--- src/rtl/b64d_pkg.sv ---
`default_nettype none

package b64d_pkg;

    // Default depth of the work queue between front and back end
    localparam int QUEUE_DEPTH = 4;

    // Status codes
    localparam logic [1:0] ST_OK        = 2'd0;
    localparam logic [1:0] ST_BAD_CHAR  = 2'd1;
    localparam logic [1:0] ST_LEFTOVER  = 2'd2;
    localparam logic [1:0] ST_TAIL_BITS = 2'd3;

    // Result kinds
    localparam logic KIND_DATA   = 1'b0;
    localparam logic KIND_STATUS = 1'b1;

    // Input item: one character
    typedef struct packed {
        logic [7:0] char_code;
        logic       is_final;
    } in_item_t;

    // Result item
    typedef struct packed {
        logic       kind;
        logic [7:0] data_byte;
        logic [1:0] status;
        logic       last;
    } out_item_t;

    // Classified work for the back end: an optional byte and an optional verdict
    typedef struct packed {
        logic       has_byte;
        logic       fin;
        logic [7:0] data_byte;
        logic [1:0] status;
    } work_t;

endpackage

`default_nettype wire

--- src/rtl/b64d_front.sv ---
`default_nettype none

module b64d_front (
    input  wire logic              clk,
    input  wire logic              rst_n,
    input  wire logic              push,
    input  wire b64d_pkg::in_item_t in_item,
    input  wire logic              q_full,
    output logic                   q_wr,
    output b64d_pkg::work_t        q_wdata
);

    // Position within the four-character group
    localparam logic [1:0] PH_FIRST  = 2'd0;
    localparam logic [1:0] PH_SECOND = 2'd1;
    localparam logic [1:0] PH_THIRD  = 2'd2;
    localparam logic [1:0] PH_FOURTH = 2'd3;

    logic [1:0] phase_reg, phase_next;
    logic [5:0] prev_reg, prev_next;
    logic [1:0] err_reg, err_next;

    logic       accept;
    logic       bad;
    logic [5:0] sextet;
    logic [7:0] c;
    logic [1:0] err_now;
    logic [1:0] verdict;
    logic [7:0] dbyte;

    assign accept = push && !q_full;
    assign c      = in_item.char_code;

    // Alphabet lookup; characters outside it decode as zero
    always_comb
    begin
        bad    = 1'b0;
        sextet = 6'd0;
        if (c inside {[8'h41:8'h5A]})
        begin
            sextet = 6'(c - 8'h41);
        end
        else if (c inside {[8'h61:8'h7A]})
        begin
            sextet = 6'(c - 8'h61 + 8'd26);
        end
        else if (c inside {[8'h30:8'h39]})
        begin
            sextet = 6'(c - 8'h30 + 8'd52);
        end
        else if (c == 8'h2D)
        begin
            sextet = 6'd62;
        end
        else if (c == 8'h5F)
        begin
            sextet = 6'd63;
        end
        else
        begin
            bad = 1'b1;
        end
    end

    // First error of the string is sticky
    assign err_now = (err_reg == b64d_pkg::ST_OK && bad) ? b64d_pkg::ST_BAD_CHAR : err_reg;

    // Byte assembly from previous and current sextet
    always_comb
    begin
        case (phase_reg)
            PH_SECOND: dbyte = {prev_reg, sextet[5:4]};
            PH_THIRD:  dbyte = {prev_reg[3:0], sextet[5:2]};
            PH_FOURTH: dbyte = {prev_reg[1:0], sextet};
            default:   dbyte = 8'd0;
        endcase
    end

    // Verdict for a final character
    always_comb
    begin
        verdict = err_now;
        if (err_now == b64d_pkg::ST_OK)
        begin
            if (phase_reg == PH_FIRST)
            begin
                verdict = b64d_pkg::ST_LEFTOVER;
            end
            else if (phase_reg == PH_SECOND && sextet[3:0] != 4'd0)
            begin
                verdict = b64d_pkg::ST_TAIL_BITS;
            end
            else if (phase_reg == PH_THIRD && sextet[1:0] != 2'd0)
            begin
                verdict = b64d_pkg::ST_TAIL_BITS;
            end
        end
    end

    // Only items that yield results go into the queue
    always_comb
    begin
        q_wdata.has_byte  = (phase_reg != PH_FIRST);
        q_wdata.fin       = in_item.is_final;
        q_wdata.data_byte = dbyte;
        q_wdata.status    = verdict;
        q_wr = accept && (q_wdata.has_byte || in_item.is_final);
    end

    // Group state update
    always_comb
    begin
        phase_next = phase_reg;
        prev_next  = prev_reg;
        err_next   = err_reg;
        if (accept)
        begin
            if (in_item.is_final)
            begin
                phase_next = PH_FIRST;
                prev_next  = 6'd0;
                err_next   = b64d_pkg::ST_OK;
            end
            else
            begin
                phase_next = phase_reg + 2'd1;
                prev_next  = sextet;
                err_next   = err_now;
            end
        end
    end

    always_ff @(posedge clk or negedge rst_n)
    begin
        if (!rst_n)
        begin
            phase_reg <= PH_FIRST;
            prev_reg  <= 6'd0;
            err_reg   <= b64d_pkg::ST_OK;
        end
        else
        begin
            phase_reg <= phase_next;
            prev_reg  <= prev_next;
            err_reg   <= err_next;
        end
    end

    // A final character restarts the string
    a_fin_restart: assert property (@(posedge clk) disable iff (!rst_n)
        accept && in_item.is_final |=> phase_reg == PH_FIRST && err_reg == b64d_pkg::ST_OK)
        else $error("string state not cleared after final item");

    // A recorded error holds until the string ends
    a_err_sticky: assert property (@(posedge clk) disable iff (!rst_n)
        err_reg != b64d_pkg::ST_OK && !(accept && in_item.is_final) |=> $stable(err_reg))
        else $error("recorded error changed mid-string");

    // Phase advances by one on each non-final item
    a_phase_step: assert property (@(posedge clk) disable iff (!rst_n)
        accept && !in_item.is_final |=> phase_reg == 2'($past(phase_reg) + 2'd1))
        else $error("group phase did not advance");

endmodule

`default_nettype wire

--- src/rtl/b64d_queue.sv ---
`default_nettype none

module b64d_queue #(
    parameter int DEPTH = b64d_pkg::QUEUE_DEPTH
) (
    input  wire logic             clk,
    input  wire logic             rst_n,
    input  wire logic             wr,
    input  wire b64d_pkg::work_t  wdata,
    input  wire logic             rd,
    output b64d_pkg::work_t       rdata,
    output logic                  q_full,
    output logic                  q_empty
);

    localparam int PTR_W = (DEPTH > 1) ? $clog2(DEPTH) : 1;
    localparam int CNT_W = $clog2(DEPTH + 1);
    localparam logic [PTR_W-1:0] PTR_LAST = PTR_W'(DEPTH - 1);
    localparam logic [CNT_W-1:0] CNT_FULL = CNT_W'(DEPTH);

    b64d_pkg::work_t  storage_reg [DEPTH];
    logic [PTR_W-1:0] wr_ptr_reg, wr_ptr_next;
    logic [PTR_W-1:0] rd_ptr_reg, rd_ptr_next;
    logic [CNT_W-1:0] count_reg, count_next;

    assign q_full  = (count_reg == CNT_FULL);
    assign q_empty = (count_reg == '0);
    assign rdata   = storage_reg[rd_ptr_reg];

    // Pointer and fill count update
    always_comb
    begin
        wr_ptr_next = wr_ptr_reg;
        rd_ptr_next = rd_ptr_reg;
        count_next  = count_reg;
        if (wr)
        begin
            wr_ptr_next = (wr_ptr_reg == PTR_LAST) ? '0 : wr_ptr_reg + 1'b1;
        end
        if (rd)
        begin
            rd_ptr_next = (rd_ptr_reg == PTR_LAST) ? '0 : rd_ptr_reg + 1'b1;
        end
        if (wr && !rd)
        begin
            count_next = count_reg + 1'b1;
        end
        else if (rd && !wr)
        begin
            count_next = count_reg - 1'b1;
        end
    end

    always_ff @(posedge clk or negedge rst_n)
    begin
        if (!rst_n)
        begin
            wr_ptr_reg <= '0;
            rd_ptr_reg <= '0;
            count_reg  <= '0;
        end
        else
        begin
            wr_ptr_reg <= wr_ptr_next;
            rd_ptr_reg <= rd_ptr_next;
            count_reg  <= count_next;
        end
    end

    // Entry storage, no reset needed
    always_ff @(posedge clk)
    begin
        if (wr)
        begin
            storage_reg[wr_ptr_reg] <= wdata;
        end
    end

    a_no_overflow: assert property (@(posedge clk) disable iff (!rst_n)
        !(wr && q_full))
        else $error("write into full work queue");

    a_no_underflow: assert property (@(posedge clk) disable iff (!rst_n)
        !(rd && q_empty))
        else $error("read from empty work queue");

    a_count_bound: assert property (@(posedge clk) disable iff (!rst_n)
        count_reg <= CNT_FULL)
        else $error("work queue count out of range");

endmodule

`default_nettype wire

--- src/rtl/b64d_back.sv ---
`default_nettype none

module b64d_back (
    input  wire logic             clk,
    input  wire logic             rst_n,
    input  wire b64d_pkg::work_t  head,
    input  wire logic             q_empty,
    output logic                  q_rd,
    input  wire logic             pop,
    output logic                  empty,
    output b64d_pkg::out_item_t   out_item
);

    logic                out_valid_reg, out_valid_next;
    b64d_pkg::out_item_t out_reg, out_next;
    logic                byte_done_reg, byte_done_next;
    logic                taken;
    logic                load;
    logic                emit_byte;

    assign taken     = pop && out_valid_reg;
    assign load      = !q_empty && (!out_valid_reg || taken);
    assign emit_byte = head.has_byte && !byte_done_reg;

    // Next result from the head entry: byte first, then the verdict
    always_comb
    begin
        if (emit_byte)
        begin
            out_next.kind      = b64d_pkg::KIND_DATA;
            out_next.data_byte = head.data_byte;
            out_next.status    = b64d_pkg::ST_OK;
            out_next.last      = 1'b0;
        end
        else
        begin
            out_next.kind      = b64d_pkg::KIND_STATUS;
            out_next.data_byte = 8'd0;
            out_next.status    = head.status;
            out_next.last      = 1'b1;
        end
    end

    // Entry retires with its last result
    assign q_rd = load && !(emit_byte && head.fin);

    always_comb
    begin
        byte_done_next = byte_done_reg;
        if (load && emit_byte && head.fin)
        begin
            byte_done_next = 1'b1;
        end
        else if (q_rd)
        begin
            byte_done_next = 1'b0;
        end
        out_valid_next = load ? 1'b1 : (taken ? 1'b0 : out_valid_reg);
    end

    always_ff @(posedge clk or negedge rst_n)
    begin
        if (!rst_n)
        begin
            out_valid_reg <= 1'b0;
            byte_done_reg <= 1'b0;
        end
        else
        begin
            out_valid_reg <= out_valid_next;
            byte_done_reg <= byte_done_next;
        end
    end

    // Output register payload
    always_ff @(posedge clk)
    begin
        if (load)
        begin
            out_reg <= out_next;
        end
    end

    assign empty    = !out_valid_reg;
    assign out_item = out_reg;

    // A half-done entry stays at the head of the queue
    a_half_done_held: assert property (@(posedge clk) disable iff (!rst_n)
        byte_done_reg |-> !q_empty && head.fin && head.has_byte)
        else $error("byte emitted but final entry lost");

    // A waiting result holds until taken
    a_out_hold: assert property (@(posedge clk) disable iff (!rst_n)
        out_valid_reg && !pop |=> out_valid_reg && $stable(out_reg))
        else $error("result changed while waiting");

    // Status results carry last, data results do not
    a_last_kind: assert property (@(posedge clk) disable iff (!rst_n)
        out_valid_reg |-> out_reg.last == out_reg.kind)
        else $error("last flag does not match result kind");

endmodule

`default_nettype wire

--- src/rtl/base64url_decoder.sv ---
`default_nettype none

// Streaming decoder for unpadded URL-safe base64 (A-Z a-z 0-9 - _). Write one
// character per push; mark the last one with is_final. Each character after the
// first of a four-character group yields one data byte (kind 0); the final
// character is followed by one status item (kind 1, last 1): ok, bad character
// ('=' included), single leftover character, or nonzero unused tail bits. Bytes
// stream out before the verdict, so discard them when status is not ok. The
// front end is combinational and writes into the QUEUE_DEPTH-entry work queue,
// from whose head the back end loads the output register; a final character
// that also yields a byte gives two results from one queue entry, which the
// work queue absorbs. Input goes on at one character per cycle while full is low.
module base64url_decoder #(
    parameter int QUEUE_DEPTH = b64d_pkg::QUEUE_DEPTH
) (
    input  wire logic                clk,
    input  wire logic                rst_n,
    input  wire logic                push,
    output logic                     full,
    input  wire b64d_pkg::in_item_t  in_item,
    output logic                     empty,
    input  wire logic                pop,
    output b64d_pkg::out_item_t      out_item
);

    logic            q_wr;
    logic            q_rd;
    logic            q_full;
    logic            q_empty;
    b64d_pkg::work_t q_wdata;
    b64d_pkg::work_t q_rdata;

    assign full = q_full;

    b64d_front u_front (
        .clk     (clk),
        .rst_n   (rst_n),
        .push    (push),
        .in_item (in_item),
        .q_full  (q_full),
        .q_wr    (q_wr),
        .q_wdata (q_wdata)
    );

    b64d_queue #(
        .DEPTH (QUEUE_DEPTH)
    ) u_queue (
        .clk     (clk),
        .rst_n   (rst_n),
        .wr      (q_wr),
        .wdata   (q_wdata),
        .rd      (q_rd),
        .rdata   (q_rdata),
        .q_full  (q_full),
        .q_empty (q_empty)
    );

    b64d_back u_back (
        .clk      (clk),
        .rst_n    (rst_n),
        .head     (q_rdata),
        .q_empty  (q_empty),
        .q_rd     (q_rd),
        .pop      (pop),
        .empty    (empty),
        .out_item (out_item)
    );

endmodule

`default_nettype wire

--- config.mk ---
export PLATFORM = sky130hd
export DESIGN_NAME = base64url_decoder
export DESIGN_NICKNAME = d
export VERILOG_FILES = /design/src/rtl/b64d_pkg.sv /design/src/rtl/b64d_front.sv /design/src/rtl/b64d_queue.sv /design/src/rtl/b64d_back.sv /design/src/rtl/base64url_decoder.sv
export SDC_FILE = /design/constraint.sdc
export NUM_CORES = 1
export LEC_CHECK = 0
export ABC_AREA = 1
export BUFFER_PORTS_ARGS = -buffer_cell sky130_fd_sc_hd__buf_2
export CAP_MARGIN = 30
export CORE_MARGIN = 3
export CORE_UTILIZATION = 51
export CTS_CLUSTER_DIAMETER = 100
export DETAILED_ROUTE_END_ITERATION = 10
export GPL_TIMING_DRIVEN = 0
export MAX_ROUTING_LAYER = met4
export PLACE_DENSITY = 0.75
export SLEW_MARGIN = 20
export SYNTH_ARGS = -nofsm -noshare
export SYNTH_HDL_FRONTEND = slang
export SYNTH_SLANG_ARGS = --single-unit
export TNS_END_PERCENT = 50
--- constraint.sdc ---
create_clock -name clk -period 2.9 [get_ports clk]
set_clock_uncertainty 0.15 [all_clocks]
set_input_delay 0.58 -clock clk [delete_from_list [all_inputs] [get_ports clk]]
set_output_delay 0.58 -clock clk [all_outputs]
set_load 0.01 [all_outputs]
Word level (Yosys, flattened, before mapping)
Memory sizes are Yosys's and may differ from the RTL's. Cells that the tools add are included.

Logic and storage cells: 103. Output and inout bits: 14. Memories kept: 1. Bits of input ports: 13. RAM bits: 48. Register bits after elaboration: 31.

Muxes and demuxes: 30. Equality and inequality tests: 8. Add/sub/neg operators: 10. Reduce and logical (&&, ||, !) cells: 36. Order comparisons: 6.

Memory list: u_queue.storage_reg (depth 4, bits a word 12, read ports 1, clocked after Yosys merged registers in 0, write ports 1, RTL line b64d_queue.sv:21) `b64d_pkg::work_t storage_reg [DEPTH];`.

Operators by type and width (number): $mux W6 (6); $pmux W8 S3 (1); $mux W2 (9); $logic_and A1 B1 Y1 (17); $ge A8 B7 Y1 const B (2); $le A8 B7 Y1 const B (2); $mux W12 (1); $sub A6 B6 Y6 const B (2); $mux W1 (11); $reduce_bool A2 Y1 (5); $eq A2 B2 Y1 const B (4); $eq A8 B6 Y1 const B (1); $eq A8 B7 Y1 const B (1); $ge A8 B6 Y1 const B (1); $le A8 B6 Y1 const B (1); $logic_not A1 Y1 (7); $add A2 B1 Y2 const B (3); $add A6 B5 Y6 const B (1); $add A6 B6 Y6 const B (1); $logic_not A2 Y1 (3); $mux W3 (2); $sub A6 B1 Y6 const B (1); $reduce_bool A4 Y1 (1); $add A3 B1 Y3 const B (1); other kinds (5) (6).

Logic depth before layout (Yosys ltp)
Word-level depth: 12. Gate-level depth with buffers: 18. Mapped depth without buffers: 18.

Cells and area by module
A second synthesis with hierarchy kept.

Cell total of the unflattened synthesis: 481. Area, all modules: 4321.6 um^2.

By module, submodules not included: b64d_queue (times used 1, area an instance 2379.8 um^2, seq. area each 1616.6 um^2, cells each 192); b64d_front (times used 1, area an instance 1415.1 um^2, seq. area each 250.2 um^2, cells each 241); b64d_back (times used 1, area an instance 526.8 um^2, seq. area each 380.4 um^2, cells each 48).

Worst setup path before layout
Ideal clock, no wire load.

Path kind: input-to-reg. Start: in pop. End: reg u_queue.count_reg[1]. Arrival time: 2.272 ns. Data required time: 2.625 ns. Setup time: 0.125 ns. Slack: 0.353 ns. Stages on the path: 7. Path buffers: 0. Path through: nor2_1 -> nor2_1 -> nand2_1 -> ha_1 -> inv_1 -> fa_1 -> mux2_2.

Cells in the longest elaborated chain, start to end: 7. Elaborated cells on any way between the ends: 9. Those cells by class: mux: 1; reduce/logical: 8.

Ends and longest elaborated chain: from (decl) (RTL line base64url_decoder.sv:22) `input wire logic pop,`; $logic_and A1 B1 Y1 (RTL line b64d_back.sv:21) `assign taken = pop && out_valid_reg;`; $logic_or A1 B1 Y1 (RTL line b64d_back.sv:22) `assign load = !q_empty && (!out_valid_reg || taken);`; $logic_and A1 B1 Y1 (RTL line b64d_back.sv:22); net u_back.load (RTL line b64d_back.sv:18) `logic load;`; $logic_and A1 B1 Y1 (RTL line b64d_back.sv:45) `assign q_rd = load && !(emit_byte && head.fin);`; $logic_not A1 Y1 (RTL line b64d_queue.sv:44) `if (wr && !rd)`; $logic_and A1 B1 Y1 (RTL line b64d_queue.sv:44); $mux W3 (RTL line b64d_queue.sv:44); net u_queue.count_next[1] (RTL line b64d_queue.sv:24) `logic [CNT_W-1:0] count_reg, count_next;`; to (signal assigned) (RTL line b64d_queue.sv:66) `count_reg <= count_next;`; to (decl) (RTL line b64d_queue.sv:24).

The timed path passes the listed nets, and every way through them passes these cells. A chain may end at the register's enable or synchronous reset.

==> flow_summary_export.csv <==
group,metric,value,unit
run_status,outcome,"finished clean",
floorplanning,die_w,95.56,um
synthesis,syn_area,4090,um2
power,p_total,3.992,mW
timing,slew_headroom,0.4915,
synthesis,synth_area_per_cell,9.403,um2
drt,drcViolationCount,0,
cts,cts_sinks,78,
synthesis,yosysWarnings,0,
worst_setup_path,rr_startpoint,"u_front.phase_reg[0]$_DFFE_PN0P_",
timing,maxSlewViolCount,0,
worst_setup_path,end_kind,"flip-flop",
timing,worst_slew_pin_slew,0.7619,ns
layout,mostFrequentLayoutCells,"nand2_1 (83), nor2_1 (60), edfxtp_1 (59)",
floorplanning,start_util,0.5266,
layout,diodes,0,
timing,rsz0062_at_grt,"false",
floorplanning,io_pins,27,
cts,ctsHoldBuffers,0,
layout,multiInputGateArea,1597,um2
cts,cts_max_level,3,
synthesis,ys_types,36,
cts,cts_tree,"yes",
synthesis,seq_area_frac_synth,0.5494,
timing,finalCritPeriodShare,0.9328,
synthesis,ys_ff_latch,78,
drt,routedWlPerCell,15.26,um
floorplanning,die_h,95.56,um
placement,io_buffers,24,
placement,dp_cells,563,
cts,cts_made_buffers,9,
global_routing,grt_pass1_vias,2915,
global_routing,antenna_found_initial,0,
floorplanning,die_area,9131,um2
global_routing,grt_overflow,0,
layout,drive_gt1_frac,0.1715,
worst_setup_path,cp_data_arrival_time,2.80,ns
worst_setup_path,worstPathRequired,2.99,ns
placement,finalWeightedCongestion,0.8667,
synthesis,synth-main-ff-cell,"edfxtp_1",
layout,largest_reg_flops,48,
drt,vias,3018,
cts,root_buffer,"clkbuf_8",
worst_setup_path,worstSetupStartpointType,"flip-flop",
synthesis,async_flop_share,0.2436,
layout,nNetsFinal,506,
synthesis,synth_edf_count,59,
power,peakVddDrop,0.3556,mV
drt,dr.pass1.iters,4,
worst_hold_path,hold_class,"input port to asynchronous set/reset pin",
layout,syn_to_final_growth,11.99,%
cts,cts_buffer_depth,2,
global_routing,grt.total_usage,0.2101,
global_routing,grt_max_degree,20,
timing,hold_viol,0,
drt,wl,8852,um
flow_run,max-cap-violations,0,
global_routing,grt_pass1_wl,14060,um
drt,drtIter0Drc,180,
timing,min_period,2.705,ns
layout,regArea,2247,um2
floorplanning,row_count,32,
worst_setup_path,crit_start,"u_front.phase_reg[0]$_DFFE_PN0P_",
power,cellPowerDensity,871.4,nW/um2
layout,final_common_cell,"nand2_1",
timing,setup_viol,0,
drt,ant_nets,0,
synthesis,netlist_instances,435,
floorplanning,design.core.area,7767,um2
worst_setup_path,crit_type,"flip-flop to flip-flop",
drt,routed_via_density,5.203,
power,leakage,1.993,nW
worst_setup_path,cp_max_fo,5,
layout,fillers,644,
placement,dpl.hpwl,6028,um
timing,clock.fmax,369.7,MHz
cts,clk-insertion-delay-late,0.35,ns
layout,finalNonFillerCells,580,
timing,finalSetupTns,0,ns
cts,clk_pin_slew,0.08,ns
synthesis,synth_fp_nets,468,
power breakdown:
group / switching [mW] / internal (mW) / leakage (nW)
clock network: 0.423 / 0.404 / 0.0895
registers: 0.121 / 1.57 / 0.794
logic: 0.989 / 0.482 / 1.11
routing by layer:
metal,routed length (um),global-route usage
met1,3610,0.2380
met2,4789,0.3827
met3,311,0.01973
met4,140,0.07820
met5,0,-
kinds of logic after synthesis:
group,synth area share
XOR/XNOR,0.01499
multiplexers,0.002753
AND/OR/NAND/NOR,0.2178
flip-flops,0.5494
buffers and inverters,0.06485
AO/OA/AOI/OAI,0.08718
adder cells (fa/ha/maj),0.06302
worst paths after layout:
check                      cells after the start                                to  slack, ns
max                                            9  u_queue.count_reg[1]$_DFFE_PN0P_       0.20
min                                            1  u_back.out_valid_reg$_DFFE_PN0P_       0.02
max in group asynchronous                      1    u_front.err_reg[0]$_DFFE_PN0P_       2.24
min in group clk                               2  u_back.out_valid_reg$_DFFE_PN0P_       0.27
min reg2reg                                    2   u_front.prev_reg[5]$_DFFE_PN0P_       0.35
max reg2reg                                    9  u_queue.count_reg[1]$_DFFE_PN0P_       0.20
cells in the mapped netlist (2+ instances only):
cell | number | area (um2)
nand3_1 | 31 | 155.2
nand2_2 | 7 | 43.79
nand3_4 | 2 | 35.03
nand2_1 | 83 | 311.6
a21oi_1 | 12 | 60.06
o22ai_1 | 4 | 25.02
nand2_4 | 3 | 33.78
buf_6 | 2 | 22.52
clkbuf_1 | 8 | 30.03
dfrtp_1 | 19 | 475.5
a31oi_1 | 3 | 18.77
xor2_1 | 5 | 43.79
o21ai_0 | 42 | 210.2
inv_1 | 41 | 153.9
edfxtp_1 | 59 | 1772
nor2_1 | 63 | 236.5
xnor2_1 | 2 | 17.52
buf_4 | 2 | 15.01
ha_1 | 19 | 237.7
nor2_2 | 4 | 25.02
nor3_1 | 2 | 10.01
buf_2 | 3 | 15.01
inv_2 | 6 | 22.52
stage by stage:
| step | instance area, um2 | utilization | setup WS, ns | hold slack, ns |
|---|---|---|---|---|
| floorplan | 4090 | - | 0.3532 | 0.1344 |
| global placement | 4338 | 0.5585 | -0.2814 | 0.3218 |
| detailed placement | 4360 | 0.5614 | -0.2595 | 0.3209 |
| CTS | 4562 | 0.5873 | 0.1148 | 0.02126 |
| global route | 4581 | 0.5897 | 0.03521 | 0.04862 |
| finish | 4581 | 0.5897 | 0.1950 | 0.02381 |
critical path, stage by stage (launching register included):
cell and delay (ns):
dfrtp_1 0.41, inv_1 0.13, ha_1 0.35, clkinvlp_4 0.21
o21ai_4 0.23, inv_1 0.13, ha_1 0.21, inv_1 0.09
fa_1 0.43, mux2_2 0.27
timing repair:
item,CTS,global route
endpoints found under the setup margin,2,1
setup buffers,0,1
resized for setup,2,2
endpoints found under the hold margin,0,0
final cells by class:
| type | count | area share |
|---|---|---|
| repair buffers | 27 | 0.03114 |
| plain buffers | 15 | 0.01803 |
| flip-flops and latches | 78 | 0.4906 |
| inverters | 48 | 0.04070 |
| clock inverters | 6 | 0.01530 |
| well taps | 102 | 0.02786 |
| multi-input cells | 294 | 0.3485 |
| clock buffers | 10 | 0.02786 |
Note: power is estimated with default switching activity, not from simulation.
